**src/rtl/core/ftf_pkg.sv**
```systemverilog
package ftf_pkg;

	localparam int BIN_W      = 32;
	localparam int NUM_DIGITS = 10;
	localparam int BCD_W      = 4 * NUM_DIGITS;
	localparam int CHAR_W     = 7;
	localparam int PC_W       = 5;
	localparam int PTR_W      = 4;
	localparam int CNT_W      = 5;

	typedef logic [PC_W-1:0]   pc_t;
	typedef logic [CHAR_W-1:0] char_t;

	typedef enum logic [2:0] {
		COND_ALWAYS,
		COND_IN_VALID,
		COND_CONV_DONE,
		COND_SKIP_DONE,
		COND_PTR_LOW,
		COND_IS_KHZ
	} cond_t;

	typedef enum logic [1:0] {
		SRC_PTR,
		SRC_D2,
		SRC_D1,
		SRC_CONST
	} src_t;

	typedef struct packed {
		cond_t cond;
		pc_t   target;
		logic  stay;
		logic  dec_ptr;
		logic  emit;
		logic  load;
		logic  shift;
		src_t  src;
		char_t chr;
		logic  last;
	} ucode_t;

	typedef struct packed {
		logic  load;
		logic  shift;
		logic  dec_ptr;
		logic  emit;
		src_t  src;
		char_t chr;
		logic  last;
	} ctrl_t;

	typedef struct packed {
		logic conv_done;
		logic skip_done;
		logic ptr_low;
		logic is_khz;
		logic slot_free;
	} status_t;

	localparam pc_t PC_IDLE   = pc_t'(0);
	localparam pc_t PC_CONV   = pc_t'(1);
	localparam pc_t PC_SKIP   = pc_t'(2);
	localparam pc_t PC_DIGIT  = pc_t'(3);
	localparam pc_t PC_BRANCH = pc_t'(4);
	localparam pc_t PC_HZ     = pc_t'(5);
	localparam pc_t PC_KHZ    = pc_t'(10);

	localparam char_t CH_ZERO  = 7'h30;
	localparam char_t CH_DOT   = 7'h2E;
	localparam char_t CH_SPACE = 7'h20;
	localparam char_t CH_K     = 7'h6B;
	localparam char_t CH_H     = 7'h48;
	localparam char_t CH_Z     = 7'h7A;
	localparam char_t CH_NONE  = 7'h00;

	localparam logic [PTR_W-1:0] PTR_TOP    = PTR_W'(NUM_DIGITS - 1);
	localparam logic [PTR_W-1:0] PTR_KHZ_LO = PTR_W'(3);
	localparam logic [PTR_W-1:0] PTR_HZ_LO  = PTR_W'(0);
	localparam logic [CNT_W-1:0] CNT_TOP    = CNT_W'(BIN_W - 1);

endpackage

```
**src/rtl/core/ftf_rom.sv**
```systemverilog
module ftf_rom
	import ftf_pkg::*;
(
	input  pc_t    pc,
	output ucode_t word
);

	function automatic ucode_t mk(cond_t c, pc_t tgt, logic st, logic dp, logic em,
			logic ld, logic sh, src_t s, char_t ch, logic ls);
		ucode_t w;
		w.cond    = c;
		w.target  = tgt;
		w.stay    = st;
		w.dec_ptr = dp;
		w.emit    = em;
		w.load    = ld;
		w.shift   = sh;
		w.src     = s;
		w.chr     = ch;
		w.last    = ls;
		return w;
	endfunction

	always_comb begin
		case (pc)
			PC_IDLE:   word = mk(COND_IN_VALID, PC_CONV, 1'b1, 1'b0, 1'b0, 1'b1, 1'b0,
					SRC_CONST, CH_NONE, 1'b0);
			PC_CONV:   word = mk(COND_CONV_DONE, PC_SKIP, 1'b1, 1'b0, 1'b0, 1'b0, 1'b1,
					SRC_CONST, CH_NONE, 1'b0);
			PC_SKIP:   word = mk(COND_SKIP_DONE, PC_DIGIT, 1'b1, 1'b1, 1'b0, 1'b0, 1'b0,
					SRC_CONST, CH_NONE, 1'b0);
			PC_DIGIT:  word = mk(COND_PTR_LOW, PC_BRANCH, 1'b1, 1'b1, 1'b1, 1'b0, 1'b0,
					SRC_PTR, CH_NONE, 1'b0);
			PC_BRANCH: word = mk(COND_IS_KHZ, PC_KHZ, 1'b0, 1'b0, 1'b0, 1'b0, 1'b0,
					SRC_CONST, CH_NONE, 1'b0);
			// hz suffix
			PC_HZ:     word = mk(COND_ALWAYS, PC_HZ + pc_t'(1), 1'b0, 1'b0, 1'b1, 1'b0,
					1'b0, SRC_CONST, CH_SPACE, 1'b0);
			PC_HZ + pc_t'(1): word = mk(COND_ALWAYS, PC_HZ + pc_t'(2), 1'b0, 1'b0, 1'b1,
					1'b0, 1'b0, SRC_CONST, CH_H, 1'b0);
			PC_HZ + pc_t'(2): word = mk(COND_ALWAYS, PC_HZ + pc_t'(3), 1'b0, 1'b0, 1'b1,
					1'b0, 1'b0, SRC_CONST, CH_Z, 1'b0);
			PC_HZ + pc_t'(3): word = mk(COND_ALWAYS, PC_HZ + pc_t'(4), 1'b0, 1'b0, 1'b1,
					1'b0, 1'b0, SRC_CONST, CH_SPACE, 1'b0);
			PC_HZ + pc_t'(4): word = mk(COND_ALWAYS, PC_IDLE, 1'b0, 1'b0, 1'b1,
					1'b0, 1'b0, SRC_CONST, CH_SPACE, 1'b1);
			// khz fraction and suffix
			PC_KHZ:    word = mk(COND_ALWAYS, PC_KHZ + pc_t'(1), 1'b0, 1'b0, 1'b1, 1'b0,
					1'b0, SRC_CONST, CH_DOT, 1'b0);
			PC_KHZ + pc_t'(1): word = mk(COND_ALWAYS, PC_KHZ + pc_t'(2), 1'b0, 1'b0, 1'b1,
					1'b0, 1'b0, SRC_D2, CH_NONE, 1'b0);
			PC_KHZ + pc_t'(2): word = mk(COND_ALWAYS, PC_KHZ + pc_t'(3), 1'b0, 1'b0, 1'b1,
					1'b0, 1'b0, SRC_D1, CH_NONE, 1'b0);
			PC_KHZ + pc_t'(3): word = mk(COND_ALWAYS, PC_KHZ + pc_t'(4), 1'b0, 1'b0, 1'b1,
					1'b0, 1'b0, SRC_CONST, CH_SPACE, 1'b0);
			PC_KHZ + pc_t'(4): word = mk(COND_ALWAYS, PC_KHZ + pc_t'(5), 1'b0, 1'b0, 1'b1,
					1'b0, 1'b0, SRC_CONST, CH_K, 1'b0);
			PC_KHZ + pc_t'(5): word = mk(COND_ALWAYS, PC_KHZ + pc_t'(6), 1'b0, 1'b0, 1'b1,
					1'b0, 1'b0, SRC_CONST, CH_H, 1'b0);
			PC_KHZ + pc_t'(6): word = mk(COND_ALWAYS, PC_IDLE, 1'b0, 1'b0, 1'b1,
					1'b0, 1'b0, SRC_CONST, CH_Z, 1'b1);
			default:   word = mk(COND_ALWAYS, PC_IDLE, 1'b0, 1'b0, 1'b0, 1'b0, 1'b0,
					SRC_CONST, CH_NONE, 1'b0);
		endcase
	end

endmodule

```
**src/rtl/core/ftf_seq.sv**
```systemverilog
module ftf_seq
	import ftf_pkg::*;
(
	input  logic    clk,
	input  logic    arst_n,
	input  logic    in_valid,
	input  status_t status,
	output ctrl_t   ctrl,
	output logic    in_stall
);

	pc_t    pc_q;
	pc_t    pc_next;
	ucode_t word;
	logic   hold;
	logic   cond_true;

	ftf_rom u_rom (
		.pc   (pc_q),
		.word (word)
	);

	always_comb begin
		case (word.cond)
			COND_ALWAYS:    cond_true = 1'b1;
			COND_IN_VALID:  cond_true = in_valid;
			COND_CONV_DONE: cond_true = status.conv_done;
			COND_SKIP_DONE: cond_true = status.skip_done;
			COND_PTR_LOW:   cond_true = status.ptr_low;
			COND_IS_KHZ:    cond_true = status.is_khz;
			default:        cond_true = 1'b0;
		endcase
	end

	// an emitting step waits for a free output word
	assign hold = word.emit & ~status.slot_free;

	always_comb begin
		if (hold) begin
			pc_next = pc_q;
		end else if (cond_true) begin
			pc_next = word.target;
		end else if (word.stay) begin
			pc_next = pc_q;
		end else begin
			pc_next = pc_q + pc_t'(1);
		end
	end

	always_ff @(posedge clk or negedge arst_n) begin
		if (!arst_n) begin
			pc_q <= PC_IDLE;
		end else begin
			pc_q <= pc_next;
		end
	end

	always_comb begin
		ctrl.load    = word.load & cond_true;
		ctrl.shift   = word.shift;
		ctrl.dec_ptr = word.dec_ptr & ~hold & ~cond_true;
		ctrl.emit    = word.emit & ~hold;
		ctrl.src     = word.src;
		ctrl.chr     = word.chr;
		ctrl.last    = word.last;
	end

	assign in_stall = (pc_q != PC_IDLE);

endmodule

```
**src/rtl/core/ftf_dp.sv**
```systemverilog
module ftf_dp
	import ftf_pkg::*;
(
	input  logic             clk,
	input  logic             arst_n,
	input  ctrl_t            ctrl,
	input  logic [BIN_W-1:0] freq_hz,
	output status_t          status,
	output char_t            char_code,
	output logic             last_char,
	output logic             out_valid,
	input  logic             out_stall
);

	logic [BIN_W-1:0] bin_q;
	logic [BCD_W-1:0] bcd_q;
	logic [BCD_W-1:0] bcd_adj;
	logic [CNT_W-1:0] cnt_q;
	logic [PTR_W-1:0] ptr_q;
	logic [PTR_W-1:0] ptr_lo;
	logic [3:0]       digits [NUM_DIGITS];
	logic [3:0]       cur_digit;
	char_t            char_sel;
	logic             valid_q;

	// add three to every digit of five or more before the shift
	always_comb begin
		for (int i = 0; i < NUM_DIGITS; i++) begin
			digits[i] = bcd_q[4*i +: 4];
			if (bcd_q[4*i +: 4] >= 4'd5) begin
				bcd_adj[4*i +: 4] = bcd_q[4*i +: 4] + 4'd3;
			end else begin
				bcd_adj[4*i +: 4] = bcd_q[4*i +: 4];
			end
		end
	end

	always_ff @(posedge clk) begin
		if (ctrl.load) begin
			bin_q <= freq_hz;
			bcd_q <= '0;
			ptr_q <= PTR_TOP;
		end else begin
			if (ctrl.shift) begin
				bcd_q <= {bcd_adj[BCD_W-2:0], bin_q[BIN_W-1]};
				bin_q <= {bin_q[BIN_W-2:0], 1'b0};
			end
			if (ctrl.dec_ptr) begin
				ptr_q <= ptr_q - PTR_W'(1);
			end
		end
	end

	always_ff @(posedge clk or negedge arst_n) begin
		if (!arst_n) begin
			cnt_q <= '0;
		end else if (ctrl.load) begin
			cnt_q <= CNT_TOP;
		end else if (ctrl.shift) begin
			cnt_q <= cnt_q - CNT_W'(1);
		end
	end

	assign status.is_khz    = |bcd_q[BCD_W-1:12];
	assign ptr_lo           = status.is_khz ? PTR_KHZ_LO : PTR_HZ_LO;
	assign cur_digit        = digits[ptr_q];
	assign status.conv_done = (cnt_q == '0);
	assign status.ptr_low   = (ptr_q == ptr_lo);
	assign status.skip_done = (cur_digit != 4'd0) | status.ptr_low;
	assign status.slot_free = ~valid_q | ~out_stall;

	always_comb begin
		case (ctrl.src)
			SRC_PTR:   char_sel = CH_ZERO + {3'b000, cur_digit};
			SRC_D2:    char_sel = CH_ZERO + {3'b000, digits[2]};
			SRC_D1:    char_sel = CH_ZERO + {3'b000, digits[1]};
			SRC_CONST: char_sel = ctrl.chr;
			default:   char_sel = ctrl.chr;
		endcase
	end

	always_ff @(posedge clk or negedge arst_n) begin
		if (!arst_n) begin
			valid_q <= 1'b0;
		end else if (ctrl.emit) begin
			valid_q <= 1'b1;
		end else if (!out_stall) begin
			valid_q <= 1'b0;
		end
	end

	always_ff @(posedge clk) begin
		if (ctrl.emit) begin
			char_code <= char_sel;
			last_char <= ctrl.last;
		end
	end

	assign out_valid = valid_q;

endmodule

```
**src/rtl/core/frequency_text_formatter.sv**
```systemverilog
// a 32-bit word is converted to bcd bit-serially, and leading zero digits are skipped,
// then the digits and the suffix are emitted one character per emitting step
// a new frequency is accepted only once the last character of the text is emitted
// output stalls hold the sequencer on the emitting step
// reset returns the step counter to idle and clears the output valid
module frequency_text_formatter
	import ftf_pkg::*;
(
	input  logic             clk,
	input  logic             arst_n,
	input  logic [BIN_W-1:0] freq_hz,
	input  logic             in_valid,
	output logic             in_stall,
	output char_t            char_code,
	output logic             last_char,
	output logic             out_valid,
	input  logic             out_stall
);

	ctrl_t   ctrl;
	status_t status;

	ftf_seq u_seq (
		.clk      (clk),
		.arst_n   (arst_n),
		.in_valid (in_valid),
		.status   (status),
		.ctrl     (ctrl),
		.in_stall (in_stall)
	);

	ftf_dp u_dp (
		.clk       (clk),
		.arst_n    (arst_n),
		.ctrl      (ctrl),
		.freq_hz   (freq_hz),
		.status    (status),
		.char_code (char_code),
		.last_char (last_char),
		.out_valid (out_valid),
		.out_stall (out_stall)
	);

endmodule

```
**config.mk**
```make
export PLATFORM = sky130hd
export DESIGN_NAME = frequency_text_formatter
export DESIGN_NICKNAME = d
export VERILOG_FILES = /design/src/rtl/core/ftf_pkg.sv /design/src/rtl/core/ftf_rom.sv /design/src/rtl/core/ftf_seq.sv /design/src/rtl/core/ftf_dp.sv /design/src/rtl/core/frequency_text_formatter.sv
export SDC_FILE = /design/constraint.sdc
export NUM_CORES = 1
export LEC_CHECK = 0
export ABC_CLOCK_PERIOD_IN_PS = 8300
export BUFFER_PORTS_ARGS = -buffer_cell sky130_fd_sc_hd__buf_4
export CAP_MARGIN = 20
export CORE_MARGIN = 5
export CORE_UTILIZATION = 25
export DETAILED_ROUTE_END_ITERATION = 10
export PLACE_DENSITY = 0.43
export SLEW_MARGIN = 30
export SYNTH_ARGS = -nofsm -noshare
export SYNTH_HDL_FRONTEND = slang
export SYNTH_SLANG_ARGS = --single-unit
```
**constraint.sdc**
```tcl
create_clock -name clk -period 8.3 [get_ports clk]
set_input_delay 0.415 -clock clk [delete_from_list [all_inputs] [get_ports clk]]
set_output_delay 0.415 -clock clk [all_outputs]
set_load 0.05 [all_outputs]
```
==> results.md, run 1 <==
Worst setup path:
- The endpoint class of the critical path is a register.
- Walking the worst path, the cells encountered are mux2_1 > and3_1 > o31ai_1 > o211a_2 > nand4_4 > nand4_2 > buf_4 > nand2_1 > buf_4.
- The worst setup path is launched from a register.
- In this design, the stage delay of the slowest critical-path cell is 0.83 ns.
- The timing startpoint of the critical path is u_dp.ptr_q[0].
- Among the stages of the critical path, the cell type that occurs most often is sky130_fd_sc_hd__buf_4.
- Among cell families on the critical path, the largest total delay comes from simple AND/OR/NAND/NOR gates.
- The worst setup path is of the reg -> reg kind.
- The slowest stage of the critical path belongs to the cell sky130_fd_sc_hd__dfxtp_1.
- The startpoint identified for the worst register-to-register timing path is u_dp.ptr_q[0].
- The largest fanout on the critical path is 37.
- Together, buffers and inverters on the worst path number 2.
- The signal arrival time at the worst endpoint is 3.99 ns.
- For the worst setup path, the data required time is 8.39 ns.

Routing:
- The detail-routed net length per standard cell is 13.7 um.
- After detailed routing, the number of vias per cell comes to 4.50.
- In the routed design, unresolved DRC markers number 0.
- The via count is 4,582.
- The detail route stage leaves a number of antenna-violating nets equal to 0.
- The routed wire length is 14,000 um.
- The violation count after the first detailed-routing iteration is 269.
- The number of search-and-repair iterations in the first detailed-routing pass is 4.

Yosys:
- Synthesis inferred 95 register bits.
- After technology mapping, the gate count stands at 675.
- Yosys attributes the largest share of cell area to sky130_fd_sc_hd__edfxtp_1, sky130_fd_sc_hd__dfxtp_1, sky130_fd_sc_hd__nand2_1.
- Counting distinct cell types in the post-synthesis netlist gives 70.
- In this run the biggest area consumer among cell types represents 20.7% of the synthesized area.
- The number of flops mapped to enable cells by yosys is 40.
- Among all flip-flop cells after synthesis, the most frequent one is sky130_fd_sc_hd__dfxtp_1.
- For this run, asynchronously set or reset flops after synthesis account for 11.6%.
- The post-synthesis instance area is 5810 um^2.
- Sequential cells were found to cover 40.6% of the synthesized design area.
- The number of nets produced by synthesis is 747.
- Dividing the synthesized area by the synthesized cell count gives 8.60 um^2.
- The total of warnings raised by yosys is 0.
- The biggest area contributor in the post-synthesis netlist is sky130_fd_sc_hd__edfxtp_1.

Timing:
- The worst relative slew slack is 42.9%.
- Derived from the worst setup path, the maximum achievable clock frequency is 256 MHz.
- The clock arrives with 0.0125 ns of skew.
- Setup violations remaining at the end of the flow were counted as 0.
- For the pin with the worst max-slew slack, the measured transition is 0.849 ns.
- The part of the cycle the worst path needs is 47.0%.
- The final-report hold violation count came to 0.
- The number of max-slew violations in the final report came to 0.
- Setup repair after global routing left no endpoint under its margin.
- In the final timing run, aggregate negative setup slack is 0 ns.
- After layout, the minimum clock period comes to 3.90 ns.

Global routing:
- The wire length of the first global-routing pass is 23,200 um.
- The initial antenna violation count is 0.
- The total global-route track usage is 10.9%.
- Summed over all layers, the global routing overflow is 0.
- The number of global-route vias before repair is 4,487.
- The largest net degree at the start of global routing is 67.

Cells and area:
- The area growth from synthesis to layout is 14.5%.
- The antenna diode count is 0.
- The share of the core filled with cells is 29.2%.
- In the layout the commonest cells are sky130_fd_sc_hd__nand2_1, sky130_fd_sc_hd__nor2_1, sky130_fd_sc_hd__a21oi_1.
- Leaving out fill and tap cells, the most frequent cell in the layout is sky130_fd_sc_hd__nand2_1.
- In the final layout, the share of cells above drive strength 1 is 14.2%.
- The number of nets in the layout is 773.

Run status:
- The flow ran to the end, and the final reports show no timing, DRC or antenna violations.

Clock tree:
- CTS built an H-tree with a depth of 3.
- TritonCTS built the clock tree.
- The number of buffers added by the clock tree synthesis step is 9.
- The number of post-CTS setup repair buffers is 0.
- The clock passes through at most 2 buffers.
- The clock-pin slew of the registers on the worst-case setup and hold paths is 0.08 ns.
- The clock tree root buffer cell is sky130_fd_sc_hd__clkbuf_16.
- CTS saw 95 sinks.
- In this run, post-CTS repair resized a total of 0 instances.
- For the worst-skew pair, the clock arrives at the later sink with an insertion delay of 0.35 ns.

Flow run:
- The tool flagged a number of max-cap violations equal to 0.

Min path:
- The worst hold path begins at freq_hz[7].
- The worst min-delay path class is in -> reg.

Floorplan:
- The core area is 22,800 um^2.
- Pin placement for this block handled 46 I/O pins.
- The die is 162 um wide.
- In this run the vertical extent of the chip is 162 um.
- The full die area is 26,400 um^2.
- For this configuration, the core starts out at a cell density of 25.5%.
- After floorplanning, the core was divided into 55 placement rows.

Place:
- Detailed placement finished with a half-perimeter wire length of 9740 um.
- The final weighted congestion in routability-driven placement is 0.748.
- The count of buffers from port buffering is 45.

Power:
- IR analysis of the VDD net gives a maximum drop of 0.102 mV.
- In this run the power density over the cells is 410 nW/um^2.
- The net switching fraction of the power is 45.5%.
- The leakage power total is 0.00263 uW.
- In this run, flip-flops and latches consume 35.8% of the power.
- The overall power is 2720 uW.
- The share of power burned in combinational logic is 49.3%.
- In this run, the clock network consumes 14.8% of the power.
- The net switching power is 1240 uW.
- The internal power of the cells totals 1480 uW.
[state kept, by name, indices dropped and copies added, names as in the netlist]
register        cells
u_seq.pc_q          5
u_dp.out_valid      1
u_dp.cnt_q          5
u_dp.bin_q         32
u_dp.ptr_q          4
u_dp.char_code      7
u_dp.bcd_q         40
u_dp.last_char      1
[area by class of cell]
| type | instances | area (um^2) |
|---|---|---|
| Multi-Input combinational cell | 515 | 3110 |
| Clock inverter | 6 | 53.8 |
| Timing Repair Buffer | 51 | 398 |
| Clock buffer | 10 | 229 |
| Inverter | 29 | 109 |
| Sequential cell | 95 | 2360 |
| Tap cell | 313 | 392 |
| Fill cell | 2429 | 16100 |
[Yosys cell counts (2+ instances only)]
master	instances
sky130_fd_sc_hd__buf_6	8
sky130_fd_sc_hd__o31ai_1	2
sky130_fd_sc_hd__clkbuf_1	11
sky130_fd_sc_hd__edfxtp_1	40
sky130_fd_sc_hd__nand2_1	130
sky130_fd_sc_hd__o21ai_0	27
sky130_fd_sc_hd__a211oi_2	2
sky130_fd_sc_hd__mux4_2	4
sky130_fd_sc_hd__or4_1	2
sky130_fd_sc_hd__dfrtp_1	11
sky130_fd_sc_hd__nand3_1	16
sky130_fd_sc_hd__xor2_1	6
sky130_fd_sc_hd__mux2i_1	15
sky130_fd_sc_hd__a211oi_1	6
sky130_fd_sc_hd__or3b_2	2
sky130_fd_sc_hd__nand4_1	2
sky130_fd_sc_hd__o22ai_1	6
sky130_fd_sc_hd__a21oi_2	10
sky130_fd_sc_hd__o211ai_1	3
sky130_fd_sc_hd__buf_2	8
sky130_fd_sc_hd__xnor2_1	13
sky130_fd_sc_hd__a22oi_1	2
sky130_fd_sc_hd__a21boi_0	2
sky130_fd_sc_hd__buf_4	5
sky130_fd_sc_hd__ha_1	36
sky130_fd_sc_hd__nor2_1	89
sky130_fd_sc_hd__nand2b_1	12
sky130_fd_sc_hd__nor3b_1	6
sky130_fd_sc_hd__nor4_1	4
sky130_fd_sc_hd__buf_1	2
sky130_fd_sc_hd__or2_2	3
sky130_fd_sc_hd__nor3_1	10
sky130_fd_sc_hd__nor2b_1	5
sky130_fd_sc_hd__and2_1	2
sky130_fd_sc_hd__inv_1	29
sky130_fd_sc_hd__a21oi_1	65
sky130_fd_sc_hd__a31oi_1	3
sky130_fd_sc_hd__dfxtp_1	44
[cell families after synthesis]
family	after synthesis	share of synthesized area [%]
AO/OA/AOI/OAI	140	14.7
XOR/XNOR	19	2.87
adder cells (fa/ha/maj)	36	7.76
buffers and inverters	65	5.92
flip-flops	95	40.6
multiplexers	21	4.59
AND/OR/NAND/NOR	299	23.5
[per-layer routing]
layer / global-route usage, % / part of all wire [%] / vias up
met4: 4.15 / 2.0 / 0
met1: 15.0 / 50 / 2150
met5: 0 / 0 / -
met2: 17.1 / 45 / 44
li1: - / - / 2372
met3: 1.80 / 2.3 / 16
[power groups by stage]
| stage | registers [uW] | clock network [uW] | logic, uW |
|---|---|---|---|
| after CTS | 978 | 425 | 1370 |
| after global routing | 1010 | 441 | 1540 |
| after floorplan | 960 | 0 | 1070 |
| final | 977 | 404 | 1340 |
| after global placement | 988 | 0 | 1360 |
| after detailed placement | 986 | 0 | 1360 |
[path summary, 6_finish.rpt]
| check | to | slack (ns) | depth (start not counted) |
|---|---|---|---|
| worst min register to register | u_dp.bcd_q[0] | 0.51 | 2 |
| max in group asynchronous | u_seq.pc_q[2] | 7.72 | 2 |
| min in group asynchronous | u_dp.out_valid | 0.43 | 2 |
| worst min-delay path | u_dp.bin_q[7] | 0.32 | 3 |
| worst max register to register | u_dp.bin_q[2] | 4.40 | 9 |
| worst max-delay path | u_dp.bin_q[2] | 4.40 | 9 |
[worst min-delay path, stage by stage]
cell and delay, ns:
sky130_fd_sc_hd__buf_4 0.07, sky130_fd_sc_hd__nand2_1 0.04, sky130_fd_sc_hd__nand2_1 0.04
[metrics by stage]
| stage | hold slack [ns] | worst slack, ns | cell area, um^2 | instances |
|---|---|---|---|---|
| 2_1_floorplan | 0.119 | 5.02 | 5810 | 675 |
| 3_3_place_gp | 0.262 | 4.50 | 6330 | 1001 |
| 3_5_place_dp | 0.262 | 4.38 | 6360 | 1002 |
| 4_1_cts | 0.302 | 4.37 | 6650 | 1019 |
| 5_1_grt | 0.304 | 4.07 | 6650 | 1019 |
| 6_report | 0.316 | 4.40 | 6650 | 1019 |
[timing repair]
item,in CTS,in global routing
hold buffers,1,0
hold endpoints to repair,11,0
setup endpoints to repair,0,0
(Power assumes the default switching activity.)
==> run 2, diff against run 1 <==
--- a/config.mk
+++ b/config.mk
@@ -5,7 +5,7 @@
 export SDC_FILE = /design/constraint.sdc
 export NUM_CORES = 1
 export LEC_CHECK = 0
-export ABC_CLOCK_PERIOD_IN_PS = 8300
+export ABC_CLOCK_PERIOD_IN_PS = 4100
 export BUFFER_PORTS_ARGS = -buffer_cell sky130_fd_sc_hd__buf_4
 export CAP_MARGIN = 20
 export CORE_MARGIN = 5
==> constraint.sdc (replaced) <==
create_clock -name clk -period 4.1 [get_ports clk]
set_input_delay 0.205 -clock clk [delete_from_list [all_inputs] [get_ports clk]]
set_output_delay 0.205 -clock clk [all_outputs]
set_load 0.05 [all_outputs]
==> run 2 against run 1 <==
  * Utilization up 0.13 points
  * Final area rose by 0.43%
  * Clock skew fell by 0.0052 ns
  * Worst hold slack lost 0.21 ns
  * Flip-flop and latch count unchanged
  * Sequential power increased by 100%
  * Critical path depth rose by 1
  * Wire length shrank 1.1%
  * Combinational power grew 100%
  * Via count grew 0.31%
==> results.md, run 2 (synthesized netlist as in run 1, its figures left out) <==
Run status:
- The flow ran to the end, and the final reports show no timing, DRC or antenna violations.

Place:
- The number of placed instances, taps included is 1,008.
- The final weighted congestion in routability-driven placement is 0.775.
- The HPWL after detailed placement is 9860 um.
- During placement, the flow inserted port buffers numbering 45.

Global routing:
- The initial antenna violation count is 0.
- The first global-routing pass estimated 22,800 um of wire.
- The number of global-route vias before repair came to 4,386.
- The total global-route track usage is 10.7%.
- Entering global routing, the biggest net connects 53 pins.
- The total overflow left after global routing is 0.

Floorplan:
- The floorplan die width is 162 um.
- The initial utilization of the core area, before any placement, comes to 25.5%.
- The floorplan row count is 55.
- Measured along the y axis, the die boundary spans 162 um.
- The region available for standard cell placement spans 22,800 um^2.
- The floorplan step defined a die boundary enclosing 26,400 um^2.
- In this run the count of I/O pins placed on the die edge is 46.

Worst setup path:
- The worst-path cell with the longest stage delay is sky130_fd_sc_hd__and3b_4.
- The kind of start point of the critical path is a register.
- Setup slack on the worst reg-to-reg path comes out at 0.73 ns.
- The worst setup path is captured at a register.
- The delay of the slowest cell on the worst path is 0.69 ns.
- The category of the most critical setup path is reg -> reg.
- The signal arrival time at the worst endpoint is 3.61 ns.
- In this run the critical register-to-register path is launched from u_seq.pc_q[1].
- Walking the worst path, the cells encountered are inv_1 > ha_1 > nand2_1 > a21boi_1 > or4b_1 > o21ai_0 > a21oi_4 > and3b_4 > buf_4 > nor2_1.
- The end of the worst register-to-register path is u_dp.bcd_q[38].
- Along the worst path, the maximum fanout reaches 52.
- The required time of the worst setup path is 4.34 ns.
- For the worst flop-to-flop path, the logic depth is 10.

Clock tree:
- The clock-pin slew of the registers on the worst-case setup and hold paths is 0.07 ns.
- TritonCTS built the clock tree.
- The number of post-CTS setup repair buffers is 0.
- The maximum buffer depth of the clock tree is 2.
- The clock sink count is 95.
- The number of clock buffers added by TritonCTS is 9.
- The H-tree was split into 3 levels.
- The latest clock arrival within the worst-skew pair is 0.35 ns.
- The clock tree root buffer cell is sky130_fd_sc_hd__clkbuf_16.
- The number of cells upsized or downsized after cts is 0.
- The number of hold buffers added after CTS was 1.

Cells and area:
- The antenna diode count is 0.
- The most frequent standard cell in the layout excluding fill and tap cells is sky130_fd_sc_hd__nand2_1.
- Ranked by flip-flop count, first place goes to u_dp.bcd_q.
- The layout cell share with drive strength beyond 1 is 14.7%.
- In the layout the commonest cells are sky130_fd_sc_hd__nand2_1, sky130_fd_sc_hd__nor2_1, sky130_fd_sc_hd__a21oi_1.
- The number of flip-flops in the largest register is 40.
- For this run, the post-layout net count is 779.
- The largest registers in the layout are u_dp.bcd_q (40), u_dp.bin_q (32), u_dp.char_code (7).
- The final standard cell count with taps included and fillers excluded is 1,025.
- The relative area change from synthesis to final layout is 15.0%.

Power:
- The share of power burned in combinational logic is 49.8%.
- The net switching power is 2490 uW.
- The overall power is 5510 uW.
- The power density relative to cell area is 825 nW/um^2.
- Per report_power, the clock group accounts for 14.7% of the total.
- Net switching is 45.2% of the power.
- The share of total power in sequential cells is 35.5%.
- IR analysis of the VDD net gives a maximum drop of 0.207 mV.
- The internal power of the cells totals 3020 uW.
- In this run the static leakage power is 0.00266 uW.

Min path:
- The worst min-delay path class is in -> reg.
- The worst hold path begins at freq_hz[27].
- The worst hold path was traced through 3 stages.
- The end point of the most critical hold path is u_dp.bin_q[27].

Timing:
- The highest achievable clock rate is 297 MHz.
- The worst relative slew slack is 46.0%.
- The count of final setup violators is 0.
- The actual transition at the worst max-transition pin is 0.809 ns.
- The final-report hold violation count is 0.
- The clock arrives with 0.00735 ns of skew.
- The number of max-slew violations in the final report is 0.
- The post-layout minimum cycle time is 3.37 ns.
- After routing, the total negative slack on setup checks comes to 0 ns.
- Setup repair after global routing left no endpoint under its margin.
- Dividing the final minimum period by the clock period gives 82.2%.

Routing:
- The via count is 4,596.
- The detail-routed net length per standard cell is 13.5 um.
- The detail-routed via count per cell is 4.48.
- Once detail routing completed, the nets flagged for antenna violations numbered 0.
- The total DRC errors in the routed layout is 0.
- The number of search-and-repair iterations in the first detailed-routing pass is 4.
- The routed wire length is 13,800 um.
- The violation count after the first detailed-routing iteration is 270.

Flow run:
- The tool flagged a number of max-cap violations equal to 0.
run 2: cell types whose count changed in the layout (fill, tap and decap cells not counted), sizes merged:
cell      before  now
clkinv         0    2
buf           50   56
clkinvlp       3    1
run 2: worst max-delay path: cells and delay by family (launching register included):
family	cells	cell delay, ns
compound gates	3	0.78
simple gates	4	1.07
buf+inv	2	0.52
fa+ha+maj	1	0.41
flops	1	0.47
run 2: area by class of cell:
| class | count | area (um^2) |
|---|---|---|
| multi-input combinational | 515 | 3110 |
| tap | 313 | 392 |
| fill | 2442 | 16100 |
| sequential | 95 | 2360 |
| inverter | 29 | 109 |
| timing repair buffer | 57 | 430 |
| clock buffer | 10 | 229 |
| clock inverter | 6 | 51.3 |
run 2: power groups by stage:
stage	sequential (uW)	combinational, uW	clock [uW]
global placement	1990	2780	0
global route	2020	3140	890
floorplan	1940	2170	0
finish	1950	2740	812
CTS	1960	2800	852
detailed placement	1980	2780	0
run 2: worst max path at each step:
stage                              from             end  slack, ns  cells past startpoint
after floorplan           u_seq.pc_q[0]   u_dp.bin_q[0]       0.82                     11
after global placement    u_seq.pc_q[1]  u_dp.bcd_q[29]       0.68                     10
after detailed placement  u_seq.pc_q[0]  u_dp.bcd_q[36]       0.72                     10
after CTS                 u_seq.pc_q[0]  u_dp.bcd_q[38]       0.68                     10
after global routing      u_seq.pc_q[1]   u_dp.bcd_q[2]       0.39                     10
final                     u_seq.pc_q[1]  u_dp.bcd_q[38]       0.73                     10
run 2: metal layers:
layer	vias to the layer above	track usage, %	wire, um
met5	-	0	0
met4	0	3.38	221
met3	17	2.13	408
met2	57	16.9	6490
met1	2135	14.6	6680
li1	2387	-	-
run 2: metrics by stage:
| step | hold WS, ns | setup WS, ns | instance area [um^2] | utilization [%] |
|---|---|---|---|---|
| floorplan | -0.0906 | 0.821 | 5810 | - |
| global placement | 0.0503 | 0.683 | 6390 | 28.0 |
| detailed placement | 0.0490 | 0.715 | 6390 | 28.0 |
| CTS | 0.0980 | 0.680 | 6680 | 29.3 |
| global route | 0.104 | 0.394 | 6680 | 29.3 |
| finish | 0.110 | 0.730 | 6680 | 29.3 |
==> run 3, diff against run 2 <==
--- a/config.mk
+++ b/config.mk
@@ -5,7 +5,7 @@
 export SDC_FILE = /design/constraint.sdc
 export NUM_CORES = 1
 export LEC_CHECK = 0
-export ABC_CLOCK_PERIOD_IN_PS = 4100
+export ABC_CLOCK_PERIOD_IN_PS = 3250
 export BUFFER_PORTS_ARGS = -buffer_cell sky130_fd_sc_hd__buf_4
 export CAP_MARGIN = 20
 export CORE_MARGIN = 5
==> constraint.sdc (replaced) <==
create_clock -name clk -period 3.25 [get_ports clk]
set_input_delay 0.1625 -clock clk [delete_from_list [all_inputs] [get_ports clk]]
set_output_delay 0.1625 -clock clk [all_outputs]
set_load 0.05 [all_outputs]
==> run 3 against run 2 <==
  * Clock-buffer cell count down 1
  * Sequential power up 25%
  * Sequential share of layout area down 0.58 points
  * Wire length up 3.7%
  * Critical endpoint is now u_dp.bin_q[0]
  * Final area up 1.7%
  * Critical path type unchanged
  * Global-route usage up 0.37 points
==> results.md, run 3 (synthesized netlist as in run 1, its figures left out) <==
Cells and area:
- The final standard cell count with taps included and fillers excluded is 1,037.
- The number of fillers in the final layout is 2,418.
- The largest registers in the layout are u_dp.bcd_q (40), u_dp.bin_q (32), u_dp.char_code (7).
- The number of antenna diodes in the final layout is 0.
- The number of nets in the layout is 791.
- Compared with the post-synthesis result, the final layout area differs by 16.9%.
- The number of flip-flops in the largest register is 40.
- The library cells used most frequently in the layout, excluding fill and tap cells, are sky130_fd_sc_hd__nand2_1, sky130_fd_sc_hd__nor2_1, sky130_fd_sc_hd__buf_4.
- Of the cells placed in the final design, the portion with a size suffix greater than 1 is 16.3%.
- The flip-flop and latch area is 2360 um^2.
- Summing all multi-input logic gate instances after layout gives 3110 um^2.
- The most frequent standard cell in the layout excluding fill and tap cells is sky130_fd_sc_hd__nand2_1.
- The register with the most flip-flops in the final layout is u_dp.bcd_q.

Power:
- The analysis attributes to cell leakage a power of 0.00271 uW.
- The power density relative to cell area is 1040 nW/um^2.
- The overall power is 7090 uW.
- The peak ir drop on the vdd network is 0.334 mV.

Routing:
- The violation count after the first detailed-routing iteration is 238.
- The via count is 4,657.
- The post-detailed-route count of antenna-violating nets is 0.
- For this run, design rule violations remaining after detail routing come to 0.
- Using the TritonRoute via totals, the vias-per-cell ratio works out to 4.49.
- The routed wire length is 14,300 um.
- Before antenna repair, the detailed router went through 4 iterations.
- After detailed routing, the average wire length per cell comes to 13.8 um.

Floorplan:
- The floorplan die width is 162 um.
- The full die area is 26,400 um^2.
- 46 I/O pins were placed.
- The floorplan row count is 55.
- The die height is 162 um.
- The starting utilization of the core area is 25.5%.
- The floorplan step defined a core boundary enclosing 22,800 um^2.

Clock tree:
- The tree is rooted in a sky130_fd_sc_hd__clkbuf_16.
- CTS saw 95 sinks.
- Counting the buffers created by CTS gives 9.
- The clock tree from TritonCTS is built.
- The number of post-CTS setup repair buffers is 0.
- The clock tree synthesis step divided the H-tree into 3 levels.
- The number of cells upsized or downsized after cts is 0.
- The maximum buffer depth of the clock tree is 2.
- The latest clock arrival within the worst-skew pair is 0.36 ns.
- The post-cts hold buffer count is 1.
- Clock-pin slew was measured on the worst setup and hold paths at 0.07 ns.

Timing:
- The part of the cycle the worst path needs is 91.7%.
- The post-route setup TNS is 0 ns.
- The number of max-slew violations in the final report is 0.
- The final-report hold violation count came to 0.
- The post-layout minimum cycle time is 2.98 ns.
- Setup repair after global routing left no endpoint under its margin.
- Setup slack on the critical path of the routed design comes to 0.269 ns.
- The count of final setup violators is 0.
- In this run the tightest slew margin relative to its limit is 51.5%.
- The actual transition at the worst max-transition pin is 0.728 ns.
- The highest achievable clock rate is 335 MHz.
- The worst clock skew is 0.00899 ns.

Place:
- The estimated wirelength of the detail-placed design is 10,500 um.
- Before CTS, the worst setup slack after placement is 0.239 ns.
- The count of buffers from port buffering is 45.
- The final weighted congestion in routability-driven placement is 0.773.
- The number of placed instances, taps included is 1,020.

Flow run:
- The tool flagged a number of max-cap violations equal to 0.

Worst setup path:
- The end of the worst register-to-register path is u_dp.bin_q[0].
- The category of the most critical setup path is reg -> reg.
- Of all nets on the critical path, the largest fanout is 25.
- Following the worst setup path forward leads to its endpoint at u_dp.bin_q[0].
- The startpoint of the most critical register-to-register path is u_dp.ptr_q[0].
- The required time of the worst setup path is 3.37 ns.
- STA classifies the critical path endpoint as a register.
- The worst register-to-register path has a depth of 8.
- The timing startpoint of the critical path is u_dp.ptr_q[0].
- STA classifies the critical path startpoint as a register.
- The signal arrival time at the worst endpoint is 3.10 ns.
- For flop-to-flop paths, the worst setup slack is 0.27 ns.

Global routing:
- Entering global routing, the biggest net connects 36 pins.
- The total global-route track usage is 11.0%.
- The number of global-route vias before repair is 4,444.
- The initial antenna violation count is 0.
- The wire length of the first global-routing pass is 23,600 um.
- For this run the aggregate overflow at the end of global routing stands at 0.

Min path:
- The worst min-delay path class is in -> reg.

Run status:
- The flow ran to the end, and the final reports show no timing, DRC or antenna violations.
==> run 3: metrics by stage <==
step                cell area, um^2  util [%]  hold slack (ns)
floorplan                      5810         -           -0.133
CTS                            6790      29.8           0.0482
detailed placement             6500      28.6           0.0101
finish                         6790      29.8           0.0634
global placement               6500      28.6          0.00831
global route                   6790      29.8           0.0574
==> run 3: cell type report <==
| type | instances | share of cell area [%] |
|---|---|---|
| multi-input cells | 515 | 45.8 |
| inverters | 29 | 1.60 |
| flip-flops and latches | 95 | 34.7 |
| clock buffers | 9 | 3.32 |
| clock inverters | 7 | 0.719 |
| well taps | 313 | 5.77 |
| repair buffers | 69 | 8.04 |
==> run 3: worst min path at each step <==
stage                 from  slack (ns)             end  cells past startpoint
3_3_place_gp        arst_n       0.008  u_dp.out_valid                      1
5_1_grt        freq_hz[13]        0.06  u_dp.bin_q[13]                      3
4_1_cts        freq_hz[13]        0.05  u_dp.bin_q[13]                      3
2_1_floorplan       arst_n       -0.13   u_dp.cnt_q[0]                      0
3_5_place_dp        arst_n        0.01  u_dp.out_valid                      1
6_report       freq_hz[21]        0.06  u_dp.bin_q[21]                      3
==> run 3: report_power, final <==
part | switching, uW | internal [uW]
Sequential | 475 | 1960
Clock | 485 | 518
Combinational | 2230 | 1420
==> run 3: worst max-delay path, cell delays in order (launching register included) <==
cell                      delay, ns
sky130_fd_sc_hd__dfxtp_1       0.71
sky130_fd_sc_hd__mux2_1        0.40
sky130_fd_sc_hd__and3_1        0.18
sky130_fd_sc_hd__o31ai_1       0.36
sky130_fd_sc_hd__o211a_2       0.28
sky130_fd_sc_hd__nand4_4       0.16
sky130_fd_sc_hd__and3b_4       0.25
sky130_fd_sc_hd__buf_4         0.21
sky130_fd_sc_hd__and2_1        0.18
==> run 3: metal layers <==
metal  wire (um)  part of all wire, %  global-route usage, %
met1        7020                   49                   14.8
met2        6640                   46                   18.0
met3         491                  3.4                   2.58
met4         157                  1.1                   2.54
met5           0                    0                      0
